### config.mk
export PLATFORM = sky130hd
export DESIGN_NAME = byte_substring_search_unit_flat
export DESIGN_NICKNAME = d
export VERILOG_FILES = /design/src/rtl/bss_pkg.sv /design/src/rtl/bss_if.sv /design/src/rtl/bss_cell.sv /design/src/rtl/bss_cell_row.sv /design/src/rtl/byte_substring_search_unit.sv /design/src/flat_wrapper.sv
export SDC_FILE = /design/constraint.sdc
export NUM_CORES = 1
export LEC_CHECK = 0
export BUFFER_PORTS_ARGS = -buffer_cell sky130_fd_sc_hd__buf_2
export CAP_MARGIN = 10
export CORE_MARGIN = 3
export CORE_UTILIZATION = 43
export DETAILED_ROUTE_END_ITERATION = 7
export GPL_TIMING_DRIVEN = 0
export PLACE_DENSITY_LB_ADDON = 0.12
export SYNTH_ARGS = -nofsm -noshare
export SYNTH_HDL_FRONTEND = slang
export SYNTH_SLANG_ARGS = --single-unit
### constraint.sdc
create_clock -name clock -period 6.8 [get_ports clock]
set_clock_uncertainty 0.15 [all_clocks]
set_input_delay 0 -clock clock [delete_from_list [all_inputs] [get_ports clock]]
set_output_delay 0 -clock clock [all_outputs]
set_load 0.005 [all_outputs]
### src/rtl/bss_pkg.sv
`timescale 1ns / 1ps
// Shared constants, command codes and the cell control struct for the substring search unit.
package bss_pkg;

   // Pattern store depth and width of the text offset counter.
   localparam int MAX_PATTERN   = 64;
   localparam int OFFSET_BITS   = 32;

   // Derived and fixed field widths.
   localparam int LEN_BITS      = $clog2(MAX_PATTERN + 1);
   localparam int BYTE_BITS     = 8;
   localparam int CMD_BITS      = 2;
   localparam int POSITION_BITS = 32;

   typedef enum logic [CMD_BITS-1:0] {
      CMD_CLEAR  = 2'd0,
      CMD_APPEND = 2'd1,
      CMD_TEXT   = 2'd2,
      CMD_END    = 2'd3
   } cmd_type;

   // Control broadcast from the top level to every cell of the row.
   typedef struct packed {
      logic                 rearm;
      logic                 update;
      logic                 write;
      logic [BYTE_BITS-1:0] data;
   } cell_ctrl_type;

endpackage

### src/rtl/bss_if.sv
`timescale 1ns / 1ps
// Valid/ready channel interfaces for the request and response sides.
interface bss_req_if;
   import bss_pkg::*;

   logic                 valid;
   logic                 ready;
   logic [CMD_BITS-1:0]  command;
   logic [BYTE_BITS-1:0] data;
   logic                 last;

   modport source (output valid, output command, output data, output last, input ready);
   modport sink   (input valid, input command, input data, input last, output ready);
endinterface

interface bss_rsp_if;
   import bss_pkg::*;

   logic                     valid;
   logic                     ready;
   logic                     found;
   logic [POSITION_BITS-1:0] position;
   logic                     pattern_too_long;

   modport source (output valid, output found, output position, output pattern_too_long,
                   input ready);
   modport sink   (input valid, input found, input position, input pattern_too_long,
                   output ready);
endinterface

### src/rtl/bss_cell.sv
`timescale 1ns / 1ps
// One search cell: a pattern byte and the prefix-match bit for its position.
module bss_cell (
   input  logic                  clock,
   input  logic                  reset,
   input  bss_pkg::cell_ctrl_type ctrl,
   input  logic                  write_en,
   input  logic                  active,
   input  logic                  is_last,
   input  logic                  prev_in,
   output logic                  match_out,
   output logic                  hit_out
);
   import bss_pkg::*;

   logic [BYTE_BITS-1:0] pattern_byte_ff;
   logic                 matched_ff;
   logic                 matched_in;
   logic                 extend;

   // The prefix ending at the left neighbor grows by one if this byte agrees.
   assign extend = prev_in && (pattern_byte_ff == ctrl.data);

   always_comb begin
      matched_in = matched_ff;
      if (ctrl.rearm) begin
         matched_in = 1'b0;
      end else if (ctrl.update && active) begin
         matched_in = extend;
      end
   end

   assign hit_out   = ctrl.update && is_last && extend;
   assign match_out = matched_ff;

   always_ff @(posedge clock) begin
      if (reset) begin
         matched_ff <= 1'b0;
      end else begin
         matched_ff <= matched_in;
      end
   end

   always_ff @(posedge clock) begin
      if (write_en) begin
         pattern_byte_ff <= ctrl.data;
      end
   end

endmodule

### src/rtl/bss_cell_row.sv
`timescale 1ns / 1ps
// Row of search cells chained by their prefix-match bits, with the full-match detect.
module bss_cell_row (
   input  logic                          clock,
   input  logic                          reset,
   input  bss_pkg::cell_ctrl_type        ctrl,
   input  logic [bss_pkg::LEN_BITS-1:0]  pattern_length,
   output logic                          hit
);
   import bss_pkg::*;

   logic [MAX_PATTERN-1:0] matched;
   logic [MAX_PATTERN-1:0] hit_vec;

   for (genvar i = 0; i < MAX_PATTERN; i++) begin : g_cell
      logic prev;
      logic write_en;
      logic active;
      logic is_last;

      if (i == 0) begin : g_first
         assign prev = 1'b1;
      end else begin : g_next
         assign prev = matched[i-1];
      end

      assign write_en = ctrl.write && (LEN_BITS'(i) == pattern_length);
      assign active   = LEN_BITS'(i) < pattern_length;
      assign is_last  = LEN_BITS'(i + 1) == pattern_length;

      bss_cell u_cell (
         .clock     (clock),
         .reset     (reset),
         .ctrl      (ctrl),
         .write_en  (write_en),
         .active    (active),
         .is_last   (is_last),
         .prev_in   (prev),
         .match_out (matched[i]),
         .hit_out   (hit_vec[i])
      );
   end

   // Only the cell at the pattern's last position can raise a hit.
   assign hit = |hit_vec;

endmodule

### src/rtl/byte_substring_search_unit.sv
`timescale 1ns / 1ps
// Latency: a response is valid in the cycle after the request transfer that causes it.
// Throughput: one request per cycle; each text byte updates every cell of the row at once,
// and the single response register lets a request in only while empty or being drained.
// Reset (synchronous, active high) empties the pattern, clears the overflow flag, the prefix
// bits, the text offset and the response valid flag; pattern bytes are undefined until loaded.
// Top level of the streaming exact substring search unit.
module byte_substring_search_unit (
   input  logic      clock,
   input  logic      reset,
   bss_req_if.sink   req_ch,
   bss_rsp_if.source rsp_ch
);
   import bss_pkg::*;

   localparam logic [LEN_BITS-1:0] MAX_LEN = LEN_BITS'(MAX_PATTERN);

   // Search state.
   logic [LEN_BITS-1:0]      pattern_length_ff, pattern_length_in;
   logic                     overflowed_ff, overflowed_in;
   logic [OFFSET_BITS-1:0]   text_offset_ff, text_offset_in;
   logic                     result_given_ff, result_given_in;

   // Response register.
   logic                     rsp_valid_ff, rsp_valid_in;
   logic                     found_ff, found_in;
   logic [POSITION_BITS-1:0] position_ff, position_in;
   logic                     too_long_ff, too_long_in;

   logic                     fire;
   cmd_type                  command;
   cell_ctrl_type            ctrl;
   logic                     row_hit;
   logic                     search;
   logic                     hit;
   logic                     emit;
   logic [OFFSET_BITS-1:0]   back;
   logic [OFFSET_BITS-1:0]   match_start;

   // A new request is taken whenever the response register is empty or is being drained
   // in this same cycle, so a waiting result stalls the stream only while it is not taken.
   assign req_ch.ready = !rsp_valid_ff || rsp_ch.ready;
   assign fire         = req_ch.valid && req_ch.ready;
   assign command      = cmd_type'(req_ch.command);

   // The row only advances on text bytes while the search is still open and the
   // pattern is both non-empty and complete.
   assign search = !result_given_ff && !overflowed_ff;

   always_comb begin
      ctrl.data   = req_ch.data;
      ctrl.write  = fire && (command == CMD_APPEND) && (pattern_length_ff < MAX_LEN);
      ctrl.update = fire && (command == CMD_TEXT) && search && (pattern_length_ff != '0);
      ctrl.rearm  = fire && ((command != CMD_TEXT) || req_ch.last);
   end

   bss_cell_row u_row (
      .clock          (clock),
      .reset          (reset),
      .ctrl           (ctrl),
      .pattern_length (pattern_length_ff),
      .hit            (row_hit)
   );

   // The match started pattern_length - 1 bytes before the current offset. If the offset
   // is smaller than that distance, the start is clamped at zero.
   assign back        = OFFSET_BITS'(pattern_length_ff) - OFFSET_BITS'(1);
   assign match_start = (text_offset_ff >= back) ? (text_offset_ff - back) : '0;

   // An empty pattern matches at the very first text byte.
   assign hit = (pattern_length_ff == '0) ? search : row_hit;

   always_comb begin
      pattern_length_in = pattern_length_ff;
      overflowed_in     = overflowed_ff;
      text_offset_in    = text_offset_ff;
      result_given_in   = result_given_ff;
      emit              = 1'b0;
      found_in          = found_ff;
      position_in       = position_ff;
      too_long_in       = too_long_ff;

      if (fire) begin
         case (command)
            CMD_CLEAR: begin
               pattern_length_in = '0;
               overflowed_in     = 1'b0;
            end
            CMD_APPEND: begin
               if (pattern_length_ff < MAX_LEN) begin
                  pattern_length_in = pattern_length_ff + LEN_BITS'(1);
               end else begin
                  overflowed_in = 1'b1;
               end
            end
            CMD_END: begin
               if (!result_given_ff) begin
                  emit        = 1'b1;
                  found_in    = (pattern_length_ff == '0) && !overflowed_ff;
                  position_in = '0;
                  too_long_in = overflowed_ff;
               end
            end
            CMD_TEXT: begin
               if (hit) begin
                  emit            = 1'b1;
                  found_in        = 1'b1;
                  position_in     = (pattern_length_ff == '0) ? '0
                                                              : POSITION_BITS'(match_start);
                  too_long_in     = 1'b0;
                  result_given_in = 1'b1;
               end else if (req_ch.last && !result_given_ff) begin
                  // Text ended without a match: report not found once.
                  emit        = 1'b1;
                  found_in    = 1'b0;
                  position_in = '0;
                  too_long_in = overflowed_ff;
               end
               if (text_offset_ff != '1) begin
                  text_offset_in = text_offset_ff + OFFSET_BITS'(1);
               end
            end
            default: begin
            end
         endcase

         // Every command but a non-final text byte starts the next text afresh.
         if (ctrl.rearm) begin
            text_offset_in  = '0;
            result_given_in = 1'b0;
         end
      end

      if (emit) begin
         rsp_valid_in = 1'b1;
      end else if (rsp_ch.ready) begin
         rsp_valid_in = 1'b0;
      end else begin
         rsp_valid_in = rsp_valid_ff;
      end
   end

   always_ff @(posedge clock) begin
      if (reset) begin
         pattern_length_ff <= '0;
         overflowed_ff     <= 1'b0;
         text_offset_ff    <= '0;
         result_given_ff   <= 1'b0;
         rsp_valid_ff      <= 1'b0;
      end else begin
         pattern_length_ff <= pattern_length_in;
         overflowed_ff     <= overflowed_in;
         text_offset_ff    <= text_offset_in;
         result_given_ff   <= result_given_in;
         rsp_valid_ff      <= rsp_valid_in;
      end
   end

   always_ff @(posedge clock) begin
      found_ff    <= found_in;
      position_ff <= position_in;
      too_long_ff <= too_long_in;
   end

   assign rsp_ch.valid            = rsp_valid_ff;
   assign rsp_ch.found            = found_ff;
   assign rsp_ch.position         = position_ff;
   assign rsp_ch.pattern_too_long = too_long_ff;

endmodule

### src/flat_wrapper.sv
// flat-port wrapper written by rule: the top's interface ports become plain ports
module byte_substring_search_unit_flat import bss_pkg::*;
  (clock, reset, req_ch_valid, req_ch_command, req_ch_data, req_ch_last, req_ch_ready, rsp_ch_valid, rsp_ch_found, rsp_ch_position, rsp_ch_pattern_too_long, rsp_ch_ready);
  bss_req_if req_ch_i ();
  bss_rsp_if rsp_ch_i ();
  input  logic clock;
  input  logic reset;
  input wire logic [$bits(req_ch_i.valid)-1:0] req_ch_valid;
  input wire logic [$bits(req_ch_i.command)-1:0] req_ch_command;
  input wire logic [$bits(req_ch_i.data)-1:0] req_ch_data;
  input wire logic [$bits(req_ch_i.last)-1:0] req_ch_last;
  output wire logic [$bits(req_ch_i.ready)-1:0] req_ch_ready;
  output wire logic [$bits(rsp_ch_i.valid)-1:0] rsp_ch_valid;
  output wire logic [$bits(rsp_ch_i.found)-1:0] rsp_ch_found;
  output wire logic [$bits(rsp_ch_i.position)-1:0] rsp_ch_position;
  output wire logic [$bits(rsp_ch_i.pattern_too_long)-1:0] rsp_ch_pattern_too_long;
  input wire logic [$bits(rsp_ch_i.ready)-1:0] rsp_ch_ready;
  assign req_ch_i.valid = req_ch_valid;
  assign req_ch_i.command = req_ch_command;
  assign req_ch_i.data = req_ch_data;
  assign req_ch_i.last = req_ch_last;
  assign req_ch_ready = req_ch_i.ready;
  assign rsp_ch_valid = rsp_ch_i.valid;
  assign rsp_ch_found = rsp_ch_i.found;
  assign rsp_ch_position = rsp_ch_i.position;
  assign rsp_ch_pattern_too_long = rsp_ch_i.pattern_too_long;
  assign rsp_ch_i.ready = rsp_ch_ready;
  byte_substring_search_unit u_core (.clock(clock), .reset(reset), .req_ch(req_ch_i), .rsp_ch(rsp_ch_i));
endmodule
==> flow_summary.json, run 1 <==
{
  "outcome": "finished clean",
  "cp_data_required_time_ns": 7.10,
  "gr-usage-all-layers_pct": 27.6,
  "die_area_um2": 74000,
  "finalHoldViolCount": 0,
  "syn2layout_area_growth_pct": 13.9,
  "rsz0062_at_grt": "no",
  "cts_sinks": 651,
  "place_hpwl_um": 71900,
  "relSlewSlack_pct": 14.2,
  "endpoint_kind": "flip-flop",
  "clockBufferDepth": 3,
  "post_cts_buffers": 0,
  "fill_cells": 6154,
  "vias": 20200,
  "path_clk_slew_ns": 0.06,
  "io_pins": 51,
  "finalCritPeriodShare_pct": 90.8,
  "fmax_mhz": 162,
  "postLayoutCoreUtil_pct": 50.0,
  "cp_max_fo": 27,
  "slew_viol_final": 0,
  "power.density_nw_per_um2": 253,
  "syn_avg_cell_area_um2": 12.6,
  "crit_type": "reg2reg",
  "synth_cells": 2423,
  "htreeDepth": 3,
  "drc": 0,
  "grt.overflow.total": 0,
  "insertion_delay_ns": 0.61,
  "synth_seq_area_share_pct": 60.8,
  "gp_congestion": 0.995,
  "ys_types": 78,
  "p_total_uw": 8760,
  "cts_made_buffers": 74,
  "start_kind": "flip-flop",
  "crit_arrival_ns": 6.47,
  "final_nets": 2634,
  "multi_input_area_um2": 11200,
  "worst_slew_pin_slew_ns": 1.28,
  "viasPerCell": 5.66,
  "p_leak_uw": 0.0111,
  "critical-path-slowest-cell": "nor3_1",
  "synth_edf_count": 546,
  "yosys_register_bits": 651,
  "wl_per_cell_um": 28.8,
  "die_w_um": 272,
  "wl_um": 103000,
  "holdWs_ns": 0.0775,
  "path_buf_inv": 4,
  "cpLargestDelayFamily": "simple AND/OR/NAND/NOR gates",
  "start_util_pct": 43.9,
  "tns_ns": 0,
  "diodes": 0,
  "clockRootBuffer": "clkbuf_16",
  "hold_class": "in2reg",
  "core_area_um2": 69300,
  "ys_async_sr_fraction_pct": 0,
  "yosys_warnings": 0,
  "dieHeight_um": 272,
  "firstDrtPassIters": 5,
  "setup_viol": 0,
  "register_area_um2": 18500,
  "synth_nets": 2478,
  "min_period_ns": 6.17,
  "grt_pass1_vias": 19800,
  "synth_area_um2": 30400,
  "drive_above_1_share_pct": 10.5,
  "antenna_found_initial": 0,
  "cts_tree": "built",
  "rows": 96,
  "grt_pass1_wl_um": 145000,
  "vdd.ir_drop.worst_mv": 0.224,
  "slowest_delay_ns": 0.89,
  "drtIter0Drc": 1742,
  "io_buffers": 49,
  "drv_cap": 0,
  "grt_max_degree": 50,
  "crit_top_cell": "buf_2",
  "synth-main-ff-cell": "edfxtp_1",
  "path_cells": "buf_2 -> buf_2 -> buf_1 -> nor3_1 -> nand2_2 -> ha_1 -> nand2_1 -> nor3_2 -> nand3b_1 -> a21oi_1 -> o22a_2 -> a221oi_4 -> a21oi_2 -> o31ai_4 -> a2111oi_4 -> buf_6 -> nor3b_2",
  "ant_nets": 0
}
[report_power, final]
group          total, µW  internal, µW  switching, µW
registers           4330          4330           3.78
logic                536           176            360
clock network       3890          2290           1600
[worst paths after layout]
path                                                                            start                                                     to  slack [ns]  cells past startpoint
worst max-delay path                         u_core.pattern_length_ff[2]$_SDFFE_PP0P_               u_core.rsp_ch.position[12]$_SDFFCE_PP0P_        0.63                     17
worst min-delay path                                                      req_ch_last                  u_core.text_offset_ff[4]$_SDFFE_PP0P_        0.08                      7
worst max register to register               u_core.pattern_length_ff[2]$_SDFFE_PP0P_               u_core.rsp_ch.position[12]$_SDFFCE_PP0P_        0.63                     17
worst min register to register  u_core.u_row.g_cell[15].u_cell.match_out$_SDFFE_PP0P_  u_core.u_row.g_cell[15].u_cell.match_out$_SDFFE_PP0P_        0.31                      2
[timing repair]
action / in CTS / in global routing
endpoints found under the setup margin: 0 / 2
hold buffers: 15 / 0
resized for setup: 0 / 1
hold endpoints to repair: 514 / 0
[synth_stat cells (4+ instances only)]
cell       count  area share [%]
edfxtp_1     546              54
xnor2_1      496              14
nor2_1       187             2.3
nand2_1      176             2.2
dfxtp_1      105             6.9
nand3_1       99             1.6
a21oi_1       92             1.5
nand4_1       80             1.6
nor3_1        74             1.2
xor2_1        67             1.9
nor4_1        45            0.93
o21ai_0       45            0.74
mux2i_1       42             1.4
ha_1          39             1.6
buf_2         36            0.59
and2_1        29            0.60
a21o_1        23            0.57
clkbuf_1      23            0.28
buf_6         21            0.78
inv_1         18            0.22
buf_4         15            0.37
a31oi_1       12            0.25
or3_1         12            0.25
and3_1        11            0.23
a32oi_1       10            0.29
nor2b_1       10            0.21
nand2b_1       9            0.19
a22oi_1        7            0.17
and3b_1        5            0.14
and4_1         5            0.14
nor3_2         5            0.16
o21ai_1        5           0.082
a2111oi_0      4            0.12
buf_1          4           0.049
[through the flow]
step | area, µm² | cells | worst slack (ns)
after floorplan | 30400 | 2423 | 2.40
after global placement | 31800 | 3403 | -0.523
after detailed placement | 32100 | 3417 | 0.259
after CTS | 34600 | 3563 | 0.255
after global routing | 34600 | 3565 | 0.402
final | 34600 | 3565 | 0.626
[cell type report]
cell class | instances | share of cell area [%]
clock inverters | 28 | 0.741
multi-input cells | 1655 | 32.5
inverters | 18 | 0.195
plain buffers | 99 | 1.82
flip-flops and latches | 651 | 53.4
clock buffers | 103 | 6.01
repair buffers | 80 | 1.98
well taps | 931 | 3.36
[cells in the final DEF (no fill, tap or decap), types with 7 or more instances in the layout]
master,count
edfxtp_1,546
xnor2_1,496
nor2_1,186
nand2_1,175
dfxtp_1,105
nand3_1,99
a21oi_1,92
buf_2,82
nand4_1,80
clkbuf_16,76
nor3_1,72
xor2_1,67
o21ai_0,45
nor4_1,44
clkbuf_1,42
mux2i_1,42
ha_1,39
and2_1,29
buf_4,25
a21o_1,23
buf_6,22
inv_1,18
dlygate4sd3_1,15
or3_1,12
a31oi_1,12
and3_1,11
nor2b_1,10
a32oi_1,10
nand2b_1,9
clkinv_1,9
clkinv_2,9
clkbuf_8,8
buf_16,8
nor3_2,7
a22oi_1,7
[state kept, by name, summed over array words and instances (netlist names)]
name,count
u_core.rsp_ch.position,32
u_core.u_row.g_cell.u_cell.pattern_byte_ff,512
u_core.u_row.g_cell.u_cell.match_out,63
u_core.pattern_length_ff,7
u_core.overflowed_ff,1
u_core.result_given_ff,1
u_core.rsp_ch.pattern_too_long,1
u_core.rsp_ch.valid,1
u_core.rsp_ch.found,1
u_core.text_offset_ff,32
[logic make-up after synthesis]
kind of cell | count (synthesis) | synth area share [%]
compound gates | 236 | 4.97
xor+xnor | 563 | 16.2
fa+ha+maj | 40 | 1.67
buf+inv | 117 | 2.30
flops | 651 | 60.8
mux | 42 | 1.38
simple gates | 774 | 12.7
[worst register-to-register path: cells and delay by family, from the launching register on]
family	cells	cell delay [ns]
simple gates	6	2.26
compound gates	6	1.62
flops	1	0.31
fa+ha+maj	1	0.64
buf+inv	4	1.03
[metal layers]
metal,wire length (µm),GRT usage [%]
met5,0,0
met4,4070,9.97
met3,5970,4.22
met2,48500,45.6
met1,44100,37.1
No activity file was read; power rests on OpenSTA's default activity.
==> run 2: changes to the inputs <==
CTS_BUF_LIST = sky130_fd_sc_hd__clkbuf_4 sky130_fd_sc_hd__clkbuf_8 sky130_fd_sc_hd__clkbuf_16   (was not set)
==> run 2 against run 1 <==
Against the previous run: final cell count unchanged; total power up 0.97%; sequential share of layout area down 0.11 points; count of clock-buffer cells in the layout unchanged; critical path type unchanged; critical endpoint unchanged; largest cell class unchanged.
==> flow_summary.json, run 2 (synthesis results as in run 1) <==
{
  "finalCritPeriodShare_pct": 91.2,
  "htreeDepth": 3,
  "drive_above_1_share_pct": 11.2,
  "path_clk_slew_ns": 0.06,
  "largest_register_ffs": 512,
  "start_kind": "flip-flop",
  "crit_arrival_ns": 6.50,
  "core_area_um2": 69300,
  "grtUsageMet1_pct": 37.1,
  "grt_pass1_vias": 19800,
  "reg2reg_to": "u_core.rsp_ch.position[12]$_SDFFCE_PP0P_",
  "wl_per_cell_um": 28.8,
  "rsz0062_at_grt": "no",
  "gr-usage-all-layers_pct": 27.6,
  "gr-usage-met2_pct": 45.8,
  "use_met3_pct": 4.21,
  "finalHoldViolCount": 0,
  "ff2ff_setup_slack_ns": 0.60,
  "gp_congestion": 0.995,
  "cp_max_fo": 27,
  "r2r-start": "u_core.pattern_length_ff[2]$_SDFFE_PP0P_",
  "dieHeight_um": 272,
  "outcome": "finished clean",
  "worst_slew_pin_slew_ns": 1.26,
  "grt.overflow.total": 0,
  "clockBufferDepth": 3,
  "drc": 0,
  "hold_class": "in2reg",
  "grt_max_degree": 50,
  "die_area_um2": 74000,
  "start_util_pct": 43.9,
  "crit_start": "u_core.pattern_length_ff[2]$_SDFFE_PP0P_",
  "post_cts_buffers": 0,
  "rows": 96,
  "insertion_delay_ns": 0.61,
  "ant_nets": 0,
  "cts_tree": "built",
  "vdd.ir_drop.worst_mv": 0.244,
  "dp.cells": 3417,
  "crit_type": "reg2reg",
  "fin_cells": 3565,
  "tns_ns": 0,
  "clockRootBuffer": "clkbuf_16",
  "cts_made_buffers": 74,
  "place_hpwl_um": 71900,
  "min_period_ns": 6.20,
  "endpoint_kind": "flip-flop",
  "io_buffers": 49,
  "final_nets": 2634,
  "viasPerCell": 5.67,
  "mostFrequentLayoutCells": "edfxtp_1 (546), xnor2_1 (496), nor2_1 (186)",
  "cp_data_required_time_ns": 7.10,
  "regMostFlops": "u_core.u_row.g_cell.u_cell.pattern_byte_ff",
  "diodes": 0,
  "wl_um": 103000,
  "antenna_found_initial": 0,
  "slew_viol_final": 0,
  "drv_cap": 0,
  "final_common_cell": "edfxtp_1",
  "drtIter0Drc": 1652,
  "top_usage_layer": "met2",
  "syn2layout_area_growth_pct": 14.1,
  "cts_sinks": 651,
  "firstDrtPassIters": 5,
  "relSlewSlack_pct": 15.5,
  "die_w_um": 272,
  "vias": 20200,
  "critPathCapture": "u_core.rsp_ch.position[12]$_SDFFCE_PP0P_",
  "p_leak_uw": 0.0111,
  "io_pins": 51,
  "fmax_mhz": 161,
  "power.density_nw_per_um2": 255,
  "r2r_cells": 17,
  "setup_viol": 0,
  "grt_pass1_wl_um": 145000
}
[run 2: layout make-up]
| type | count | area (µm²) |
|---|---|---|
| well taps | 931 | 1160 |
| fillers | 6144 | 34600 |
| plain buffers | 99 | 631 |
| repair buffers | 80 | 687 |
| clock inverters | 28 | 256 |
| clock buffers | 103 | 2150 |
| inverters | 18 | 67.6 |
| flip-flops and latches | 651 | 18500 |
| multi-input cells | 1655 | 11200 |
[run 2: power by group]
part / total, µW / leakage [µW] / internal, µW / switching, µW
Clock: 3970 / 0.00121 / 2360 / 1610
Sequential: 4330 / 0.00578 / 4330 / 3.76
Combinational: 536 / 0.00414 / 176 / 360
[run 2: repair_timing]
action	in CTS	in global routing
hold endpoints to repair	514	0
resized for setup	0	1
setup endpoints to repair	0	2
hold buffers	15	0
[run 2: metal layers]
layer,part of all wire (%),wire length (µm)
met2,47,48600
met5,0,0
met1,43,44100
met3,5.9,6020
met4,4.0,4100
[run 2: worst min-delay path by stage]
stage,startpoint,endpoint,slack (ns),depth (start not counted)
3_3_place_gp,req_ch_command[1],u_core.overflowed_ff$_SDFFE_PP0P_,0.22,3
6_report,req_ch_last,u_core.text_offset_ff[4]$_SDFFE_PP0P_,0.07,7
3_5_place_dp,req_ch_command[1],u_core.overflowed_ff$_SDFFE_PP0P_,0.23,3
2_1_floorplan,req_ch_data[0],u_core.u_row.g_cell[0].u_cell.pattern_byte_ff[0]$_DFFE_PP_,-0.05,0
5_1_grt,req_ch_last,u_core.text_offset_ff[4]$_SDFFE_PP0P_,0.11,7
4_1_cts,req_ch_last,u_core.text_offset_ff[4]$_SDFFE_PP0P_,0.06,7
[run 2: critical path, cell delays in order, from the launching register on]
cell       delay [ns]
dfxtp_1          0.31
buf_2            0.20
buf_2            0.23
buf_1            0.37
nor3_1           0.91
nand2_2          0.66
ha_1             0.63
nand2_1          0.10
nor3_2           0.29
nand3b_1         0.13
a21oi_1          0.21
o22a_2           0.28
a221oi_4         0.11
a21oi_2          0.22
o31ai_4          0.08
a2111oi_4        0.70
buf_6            0.25
nor3b_2          0.20
[run 2: per-stage QoR]
stage	utilization [%]	hold slack (ns)	area [µm²]	setup WS [ns]	power, µW
2_1_floorplan	-	-0.0511	30400	2.40	4710
3_3_place_gp	45.9	0.217	31800	-0.523	4940
3_5_place_dp	46.4	0.231	32100	0.259	4950
4_1_cts	50.1	0.0552	34700	0.255	8900
5_1_grt	50.1	0.111	34700	0.402	9090
6_report	50.1	0.0723	34700	0.599	8840
==> run 3: changes to the inputs <==
ABC_AREA = 1   (was not set)
==> run 3 against run 2 <==
Against the previous run: the flow now finishes with violations (hold timing); synthesized cell count up 52%; total power up 3.7%; count of clock-buffer cells in the layout up 4; final area up 8.2%; via count up 36%; combinational power up 26%; die area up 7.8%; routed wire length up 33%; first-iteration DRC count up 97%; hold slack worse by 0.11 ns; maximum frequency up 7.6%.
==> flow_summary.json, run 3 <==
{
  "die_w_um": 282,
  "viasPerCell": 5.62,
  "rows": 100,
  "die_area_um2": 79700,
  "yosys_register_bits": 651,
  "firstDrtPassIters": 6,
  "io_pins": 51,
  "finalHoldViolCount": 7,
  "syn2layout_area_growth_pct": 14.4,
  "clockBufferDepth": 3,
  "power.density_nw_per_um2": 244,
  "path_cells": "buf_2 -> nor2_4 -> nand2_1 -> inv_1 -> nand2_1 -> ha_1 -> a21oi_1 -> inv_1 -> a21oi_1 -> o21ai_0 -> nand2_1 -> nand2_1 -> a21boi_0 -> inv_1 -> nand2_1 -> o211ai_1 -> a21oi_1 -> nor2_4 -> inv_4 -> buf_8 -> nor2_2",
  "mostFrequentLayoutCells": "nand2_1 (974), edfxtp_1 (546), nor2_1 (514)",
  "place_hpwl_um": 96900,
  "cts_tree": "built",
  "relSlewSlack_pct": 9.73,
  "htreeDepth": 3,
  "final_nets": 3920,
  "fmax_mhz": 174,
  "wl_per_cell_um": 27.8,
  "cts_sinks": 651,
  "drive_above_1_share_pct": 10.7,
  "crit_type": "reg2reg",
  "grt_pass1_vias": 25200,
  "yosysTopAreaCellShare_pct": 49.9,
  "final_common_cell": "nand2_1",
  "outcome": "finished with violations",
  "synth_nets": 3742,
  "slowest_delay_ns": 0.78,
  "yosysMostFrequentCell": "nand2_1",
  "cts_resized": 0,
  "cp_data_required_time_ns": 7.03,
  "synth_edf_count": 546,
  "yosys_warnings": 0,
  "synth-main-ff-cell": "edfxtp_1",
  "critical-path-slowest-cell": "nand2_1",
  "path_buf_inv": 6,
  "crit_arrival_ns": 5.99,
  "postLayoutCoreUtil_pct": 50.0,
  "io_buffers": 49,
  "finalCritPeriodShare_pct": 84.7,
  "core_area_um2": 75100,
  "wl_um": 136000,
  "dieHeight_um": 282,
  "drtIter0Drc": 3258,
  "min_period_ns": 5.76,
  "gr-usage-all-layers_pct": 34.1,
  "syn_avg_cell_area_um2": 8.91,
  "yosysTopAreaCell": "edfxtp_1",
  "grt_max_degree": 50,
  "clockRootBuffer": "clkbuf_16",
  "slew_viol_final": 0,
  "cp_max_fo": 26,
  "setup_viol": 0,
  "rsz0062_at_grt": "no",
  "synth_area_um2": 32800,
  "regMostFlops": "u_core.u_row.g_cell.u_cell.pattern_byte_ff",
  "start_util_pct": 43.7,
  "path_clk_slew_ns": 0.08,
  "tns_ns": 0,
  "p_leak_uw": 0.0148,
  "ant_nets": 0,
  "ys_types": 55,
  "ys_top_cells_by_area": "edfxtp_1 (50%), nand2_1 (11%), dfxtp_1 (6.4%), nor2_1 (5.9%), inv_1 (4.2%)",
  "vias": 27500,
  "gp_congestion": 1.05,
  "synth_cells": 3687,
  "cts_made_buffers": 74,
  "violations": "hold timing",
  "crit_top_cell": "nand2_1",
  "antenna_found_initial": 8,
  "synthTopCellsByCount": "nand2_1 (974), edfxtp_1 (546), nor2_1 (514)",
  "endpoint_kind": "flip-flop",
  "start_kind": "flip-flop",
  "drc": 0,
  "insertion_delay_ns": 0.66,
  "drv_cap": 0,
  "hold_class": "in2reg",
  "synth_seq_area_share_pct": 56.3,
  "cpLargestDelayFamily": "simple AND/OR/NAND/NOR gates",
  "grt.overflow.total": 0,
  "largest_register_ffs": 512,
  "grt_pass1_wl_um": 188000,
  "worst_slew_pin_slew_ns": 1.35,
  "vdd.ir_drop.worst_mv": 0.210,
  "fill_cells": 7086,
  "ys_async_sr_fraction_pct": 0,
  "holdWs_ns": -0.0355
}
==> run 3: cell types whose count changed in the layout (fill, tap and decap cells not counted), moves of 43 or more <==
cell / change
nand2_1: +799
xnor2_1: -413
inv_1: +350
nor2_1: +328
o21ai_0: +148
a21oi_1: +67
nand4_1: -50
or2_2: +43
==> run 3: repair_timing <==
item                                   CTS  global route
setup endpoints to repair                0             0
endpoints found under the hold margin  528             0
setup buffers                            0             0
hold buffers                            20             0
==> run 3: layout make-up <==
cell class | instances | area, µm² | area share, %
buffer | 127 | 678 | 1.81
clock buffer | 107 | 2150 | 5.73
inverter | 391 | 1470 | 3.92
tap | 969 | 1210 | 3.23
clock inverter | 31 | 369 | 0.983
multi-input combinational | 2518 | 12200 | 32.6
antenna | 4 | 10.0 | 0.0266
timing repair buffer | 102 | 922 | 2.45
sequential | 651 | 18500 | 49.2
==> run 3: power by group <==
part	switching [µW]	internal, µW	total, µW
combinational	517	156	673
sequential	4.76	4330	4340
clock	1730	2430	4160
==> run 3: path summary, 6_finish.rpt <==
| check | slack [ns] | end | from | cells past startpoint |
|---|---|---|---|---|
| worst max-delay path | 1.04 | u_core.rsp_ch.position[15]$_SDFFCE_PP0P_ | u_core.pattern_length_ff[2]$_SDFFE_PP0P_ | 21 |
| worst min-delay path | -0.04 | u_core.rsp_ch.pattern_too_long$_DFFE_PP_ | rsp_ch_ready | 5 |
| worst max register to register | 1.04 | u_core.rsp_ch.position[15]$_SDFFCE_PP0P_ | u_core.pattern_length_ff[2]$_SDFFE_PP0P_ | 21 |
| worst min register to register | 0.32 | u_core.u_row.g_cell[12].u_cell.match_out$_SDFFE_PP0P_ | u_core.u_row.g_cell[12].u_cell.match_out$_SDFFE_PP0P_ | 2 |
==> run 3: routing by layer <==
metal / GRT usage (%) / share of wire, %
met5: 0 / 0.0081
met4: 16.5 / 5.5
met3: 6.21 / 9.3
met2: 53.1 / 44
met1: 46.0 / 41
==> run 3: worst register-to-register path, stage by stage (launching register included) <==
cell	delay (ns)
dfxtp_1	0.34
buf_2	0.25
nor2_4	0.36
nand2_1	0.27
inv_1	0.54
nand2_1	0.78
ha_1	0.65
a21oi_1	0.17
inv_1	0.07
a21oi_1	0.10
o21ai_0	0.14
nand2_1	0.09
nand2_1	0.07
a21boi_0	0.43
inv_1	0.12
nand2_1	0.08
o211ai_1	0.07
a21oi_1	0.29
nor2_4	0.13
inv_4	0.15
buf_8	0.17
nor2_2	0.05
==> run 3: cells by family (layout without fill, tap and decap cells) <==
group | count (synthesis) | after routing | share of synthesized area (%)
compound gates | 466 | 466 | 7.93
other cells | 0 | 4 | 0
fa+ha+maj | 40 | 40 | 1.55
flops | 651 | 651 | 56.3
buf+inv | 518 | 758 | 6.55
simple gates | 1854 | 1854 | 23.4
xor+xnor | 155 | 155 | 4.13
mux | 3 | 3 | 0.0914
==> run 3: stage by stage <==
| step | std cells | worst slack [ns] | power (µW) | hold WS (ns) | instance area, µm² |
|---|---|---|---|---|---|
| finish | 4900 | 1.04 | 9160 | -0.0355 | 37600 |
| global route | 4896 | 0.808 | 9380 | 0.0208 | 37600 |
| CTS | 4888 | 1.14 | 9180 | 0.0145 | 37500 |
| detailed placement | 4730 | 1.17 | 5070 | 0.127 | 34800 |
| global placement | 4705 | 0.753 | 5050 | 0.125 | 34300 |
| floorplan | 3687 | 2.89 | 4700 | -0.0511 | 32800 |
